<file path="config.mk">
export PLATFORM = sky130hd
export DESIGN_NAME = hpm_ram
export DESIGN_NICKNAME = d
export VERILOG_FILES = /design/src/rtl/hpm_ram.sv
export SDC_FILE = /design/constraint.sdc
export NUM_CORES = 1
export LEC_CHECK = 0
export ABC_AREA = 1
export BUFFER_PORTS_ARGS = -buffer_cell sky130_fd_sc_hd__buf_2
export CAP_MARGIN = 20
export CORE_MARGIN = 5
export CORE_UTILIZATION = 57
export DETAILED_ROUTE_END_ITERATION = 7
export PLACE_DENSITY = 0.76
export SETUP_SLACK_MARGIN = 0.05
export SYNTH_ARGS = -nofsm -noshare
export SYNTH_HDL_FRONTEND = slang
export SYNTH_SLANG_ARGS = --single-unit
</file>
<file path="constraint.sdc">
create_clock -name clk -period 2.8 [get_ports clk]
set_clock_uncertainty 0.05 [all_clocks]
set_input_delay 0.42 -clock clk [delete_from_list [all_inputs] [get_ports clk]]
set_output_delay 0.42 -clock clk [all_outputs]
set_load 0.005 [all_outputs]
</file>
<file path="src/rtl/hpm_ram.sv">
// ----------------------------------------------------------------------------
// Generic single-port-write RAM
// One write port and one read port with registered read data.
// ----------------------------------------------------------------------------
`default_nettype none

module hpm_ram #(
    parameter int WIDTH = 16,
    parameter int DEPTH = 49
) (
    input  wire logic                     clk,
    input  wire logic                     we,
    input  wire logic [$clog2(DEPTH)-1:0] waddr,
    input  wire logic [WIDTH-1:0]         wdata,
    input  wire logic [$clog2(DEPTH)-1:0] raddr,
    output logic      [WIDTH-1:0]         rdata
);

    logic [WIDTH-1:0] mem [DEPTH];

    always_ff @(posedge clk)
    begin
        if (we)
        begin
            mem[waddr] <= wdata;
        end
        rdata <= mem[raddr];
    end

endmodule

`default_nettype wire

</file>
==> results of run 1 <==
[flip-flops by register name, indices dropped and copies added, names as in the netlist]
name   cells
mem      784
rdata     16
[worst paths after layout]
kind | start | end | slack [ps] | cells past startpoint
worst max-delay path | raddr[1] | rdata[7]$_DFF_P_ | 1040 | 10
worst min-delay path | raddr[5] | rdata[6]$_DFF_P_ | 200 | 3
worst max register to register | mem[25][7]$_DFFE_PP_ | rdata[7]$_DFF_P_ | 1210 | 8
worst min register to register | mem[48][6]$_DFFE_PP_ | rdata[6]$_DFF_P_ | 520 | 3
[logic make-up after synthesis]
kind of cell / after synthesis
DFF: 800
AOI/OAI and AO/OA: 16
and+or+nand+nor: 1703
buffers and inverters: 181
[cells in the final DEF (no fill, tap or decap)]
master / instances
inv_1: 6
clkbuf_1: 21
buf_8: 1
nand2_1: 974
buf_4: 73
clkinv_8: 1
nand4_1: 4
bufinv_16: 6
buf_6: 1
clkbuf_8: 4
a21oi_1: 8
o21ai_1: 8
clkinvlp_4: 1
or2_2: 6
inv_8: 1
clkinv_2: 17
inv_2: 1
clkinv_1: 12
buf_12: 18
nand3_1: 644
buf_2: 42
clkbuf_16: 83
edfxtp_1: 784
nor2_1: 73
nor4_4: 2
diode_2: 2
inv_6: 4
dfxtp_1: 16
[through the flow]
step	hold slack, ps	instances
after floorplan	469	2700
after global placement	505	3420
after detailed placement	506	3420
after CTS	166	3566
after global routing	169	3567
final	204	3569
[power groups by stage]
stage                     Sequential [mW]  Clock (mW)  Combinational, mW
after floorplan                      13.5           0              0.886
after global placement               13.5           0               1.45
after detailed placement             13.5           0               1.50
final                                13.3        10.4               1.53
after CTS                            13.3        10.5               1.51
after global routing                 13.3        11.1               1.65
[worst reg2reg max path: stages, from the launching register on]
cell and delay (ps):
edfxtp_1 380, nand2_1 90, nand3_1 120, nand3_1 120
nand2_1 60, nand2_1 80, nand3_1 200, nand3_1 310
nand2_1 80
[final cells by class]
class	instances	area [sq um]
flip-flops and latches	800	23900
well taps	756	946
clock inverters	38	347
multi-input cells	1719	7340
repair buffers	135	1140
clock buffers	108	2210
diodes	2	5.00
fillers	4115	20400
inverters	11	60.1
[per-layer routing]
metal | GRT usage, % | share of wire, %
met3 | 5.52 | 11
met5 | 0 | 0.016
met4 | 10.3 | 3.9
met2 | 41.4 | 46
met1 | 37.6 | 39
==> results.toml, run 1 <==
[synthesis]
avgSynthCellArea_sq_um = 12.0
synth_common_cells = "nand2_1, edfxtp_1, nand3_1, buf_2, nor2_1"
seq_area_frac_synth_pct = 73.7
synth_edf_count = 784
netlist_area_sq_um = 32400
yosysWarnings = 0
post-synth-top-count-cell = "nand2_1"
synth_mux_area_share_pct = 0
ys_ff_latch = 800
netlist.area_leader.share_pct = 72.7
synthesis.nets = 2730
netlist_instances = 2700
synth.distinct_cells = 21
synth-simple-area-share_pct = 22.3
synth_top_family_by_area = "simple AND/OR/NAND/NOR gates"
yosys.area_share.adder_pct = 0
synth_area_leader_cell = "edfxtp_1"
synth-compound-area-share_pct = 0.247
synthXorXnorAreaFrac_pct = 0
async_flop_share_pct = 0
synth_area_leaders = "edfxtp_1, nand2_1, nand3_1, buf_6, buf_2"
yosys_most_used_dff = "edfxtp_1"

[clock_network]
hold_buffers = 0
path_clk_slew_ps = 60
cts.path.max_buffers = 3
worstSkewPairLatency_ps = 620
htreeDepth = 3
cts_setup_buffers = 0
cts_resized = 0
cts_sinks = 800
clock-root-buffer = "clkbuf_16"
cts_tree = "done"
cts_made_buffers = 80

[global_routing]
grt_pass1_wl_um = 124000
grt_max_degree = 136
grt_util_all_layers_pct = 26.6
grt-ovfl-total = 0
grt_pass1_vias = 21000
antenna_found_initial = 3

[routing]
wl_per_cell_um = 22.9
wirelength_um = 81800
drt_iter0_drc = 2841
vias = 21600
drt_pass1_iterations = 6
via_per_inst = 6.05
drc_errors = 0
drtAntennaViolNets = 0

[sta]
postLayoutSetupSlackWorst_ps = 1040
min_period_over_period_pct = 63.0
slew_viol_final = 0
finalSetupTns_ps = 0
relSlewSlack_pct = 26.1
rsz0062_at_grt = "false"
min_period_ps = 1760
max_slew.worst_pin.slew_ps = 1110
setup_violations = 0
hold_viol_final = 0
fmax_ghz = 0.567

[hold_path]
min_path_type = "in -> reg"

[power]
switching_share_pct = 21.8
power.total_mw = 25.3
ir_drop_mv = 0.650
internal_power_mw = 19.7
pwr-share-clk_pct = 41.3
pwr_density_cell_nw_per_um2 = 703
p_sw_mw = 5.52
leakage_nw = 13.0
pwr-share-seq_pct = 52.6
power_frac_comb_pct = 6.1

[setup_path]
crit_family = "simple AND/OR/NAND/NOR gates"
cpPeakStageDelay_ps = 420
endpoint_kind = "flop"
arrival_ps = 2210
path_buf_inv = 3
worstPathMaxFanout = 27
crit_chain = "buf_6, inv_6, buf_4, nand3_1, nand3_1, nand2_1, nand2_1, nand3_1, nand3_1, nand2_1"
cp-start-kind = "input port"
path_class = "in -> reg"
path_common_cell = "nand3_1"
critPathRequiredTime_ps = 3250
cp_slowest_cell = "buf_4"

[floorplanning]
io_pins = 46
die-height_um = 248
start_util_pct = 57.5
dieArea_sq_um = 61700
die_w_um = 248
core_area_sq_um = 56300
rows = 87

[place]
place_ws_ps = 542
dpl.hpwl_um = 45300
placed_area_sq_um = 33300
port_buffers = 45
place.gp.congestion = 0.905

[cells_and_area]
area_growth_pct = 10.9
stdcell_area_sq_um = 35900
fin_util_pct = 63.8
nNetsFinal = 2777
drive_gt1_share_pct = 9.28

[status]
status = "finished, final reports clean"

[run]
drv_cap = 0
Note: power is estimated with default switching activity, not from simulation.
==> run 2: changes to the inputs <==
==> constraint.sdc (replaced) <==
create_clock -name clk -period 1.6 [get_ports clk]
set_clock_uncertainty 0.05 [all_clocks]
set_input_delay 0.24 -clock clk [delete_from_list [all_inputs] [get_ports clk]]
set_output_delay 0.24 -clock clk [all_outputs]
set_load 0.005 [all_outputs]
==> run 2 against run 1 <==
  * Global-route usage is 1.2 points higher
  * Sequential share of layout area is 3.7 points lower
  * Non-clock buffer count is 114 higher
  * Routed wire length is 4.0% higher
  * Cell area is 5.9% higher
  * Register-to-register slack worse by 1100 ps
  * First-iteration DRC count is 3.7% lower
==> results.toml, run 2 (same netlist as run 1, synthesis figures left out) <==
[cells_and_area]
num-fill-cells = 3816
largest_register_ffs = 784
nNetsFinal = 2889
final_common_cell = "nand2_1"
drive_gt1_share_pct = 14.6
area_growth_pct = 17.5
stdcell_area_sq_um = 38000
largest-register = "mem"
final_cells = 3676
final_cell_mix = "nand2_1, edfxtp_1, nand3_1"
fin_util_pct = 67.6
largestRegisters = "mem (784), rdata (16)"

[run]
drv_cap = 0

[floorplanning]
dieArea_sq_um = 61700
start_util_pct = 57.5
rows = 87
die_w_um = 248
die-height_um = 248
io_pins = 46
core_area_sq_um = 56300

[place]
port_buffers = 45
place.gp.congestion = 0.906
placed_area_sq_um = 35500
dpl.hpwl_um = 51000
place_inst = 3532

[sta]
min_period_over_period_pct = 95.2
max_slew.worst_pin.slew_ps = 1180
fmax_ghz = 0.656
min_period_ps = 1520
hold_viol_final = 0
setup_violations = 0
rsz0062_at_grt = "false"
finalSetupTns_ps = 0
relSlewSlack_pct = 21.4
slew_viol_final = 0

[global_routing]
grt_pass1_vias = 21900
antenna_found_initial = 1
grt_pass1_wl_um = 128000
grt_max_degree = 61
grt_util_all_layers_pct = 27.8
grt-ovfl-total = 0

[routing]
drc_errors = 0
via_per_inst = 6.01
drt_pass1_iterations = 6
wl_per_cell_um = 23.1
drtAntennaViolNets = 0
wirelength_um = 85100
drt_iter0_drc = 2736
vias = 22100

[setup_path]
regToRegStartpoint = "mem[7][2]$_DFFE_PP_"
cp-start-kind = "flop"
reg2reg_slack_ps = 110
path_buf_inv = 1
cp_slowest_cell = "dfxtp_1"
crit_family = "flip-flops"
endpoint_kind = "output port"
critPathRequiredTime_ps = 1310
cpPeakStageDelay_ps = 450
r2r_cells = 8
path_class = "reg -> out"
crit_chain = "buf_2"
arrival_ps = 1230
crit_start = "rdata[6]$_DFF_P_"
rr_endpoint = "rdata[2]$_DFF_P_"
worstPathMaxFanout = 1

[clock_network]
cts.path.max_buffers = 3
clock-root-buffer = "clkbuf_16"
cts_made_buffers = 78
worstSkewPairLatency_ps = 630
cts_sinks = 800
path_clk_slew_ps = 60
htreeDepth = 3
cts_tree = "done"
cts_setup_buffers = 0

[hold_path]
min_to = "mem[9][13]$_DFFE_PP_"
hp-start = "wdata[13]"
min_path_type = "in -> reg"
min_path_cells = 1

[power]
ir_drop_mv = 0.847
pwr_density_cell_nw_per_um2 = 1160
power.total_mw = 44.0
leakage_nw = 13.8

[status]
status = "finished, final reports clean"
-- run 2: cell type report --
type | count | area [sq um] | area share, %
multi-input cells | 1719 | 7670 | 20.2
repair buffers | 249 | 3030 | 7.97
flip-flops and latches | 800 | 23900 | 62.8
diodes | 1 | 2.50 | 0.00658
clock inverters | 31 | 250 | 0.658
well taps | 756 | 946 | 2.49
clock buffers | 109 | 2190 | 5.77
inverters | 11 | 63.8 | 0.168
-- run 2: worst max-delay path by stage --
stage	slack, ps	end	cells after the start
after floorplan	-410	mem[48][0]$_DFFE_PP_	4
after global placement	-450	rdata[11]$_DFF_P_	10
after detailed placement	-480	rdata[11]$_DFF_P_	10
after CTS	60	rdata[4]	1
after global routing	70	rdata[2]$_DFF_P_	8
final	80	rdata[6]	1
-- run 2: what timing repair did --
item | in CTS | in global routing
hold endpoints to repair | 0 | 7
pin swaps | 0 | 0
hold buffers | 0 | 1
setup endpoints to repair | 3 | 4
gates resized for setup | 3 | 4
gates cloned | 0 | 0
-- run 2: per-stage QoR --
stage / hold WS (ps) / setup slack [ps]
floorplan: 289 / -408
global placement: 511 / -447
detailed placement: 520 / -475
CTS: 49.2 / 56.6
global route: 68.1 / 71.3
finish: 87.8 / 76.4
-- run 2: metal layers --
layer / share of wire, % / vias up / global-route usage, %
met5: 0 / - / 0
met4: 4.3 / 0 / 11.6
met3: 11 / 228 / 6.32
met2: 47 / 1310 / 44.0
met1: 37 / 10800 / 37.7
li1: - / 9813 / -
-- run 2: power breakdown --
group | total (mW) | internal [mW] | switching, mW
Sequential | 23.3 | 23.2 | 0.0872
Clock | 17.6 | 10.1 | 7.55
Combinational | 3.11 | 0.974 | 2.13
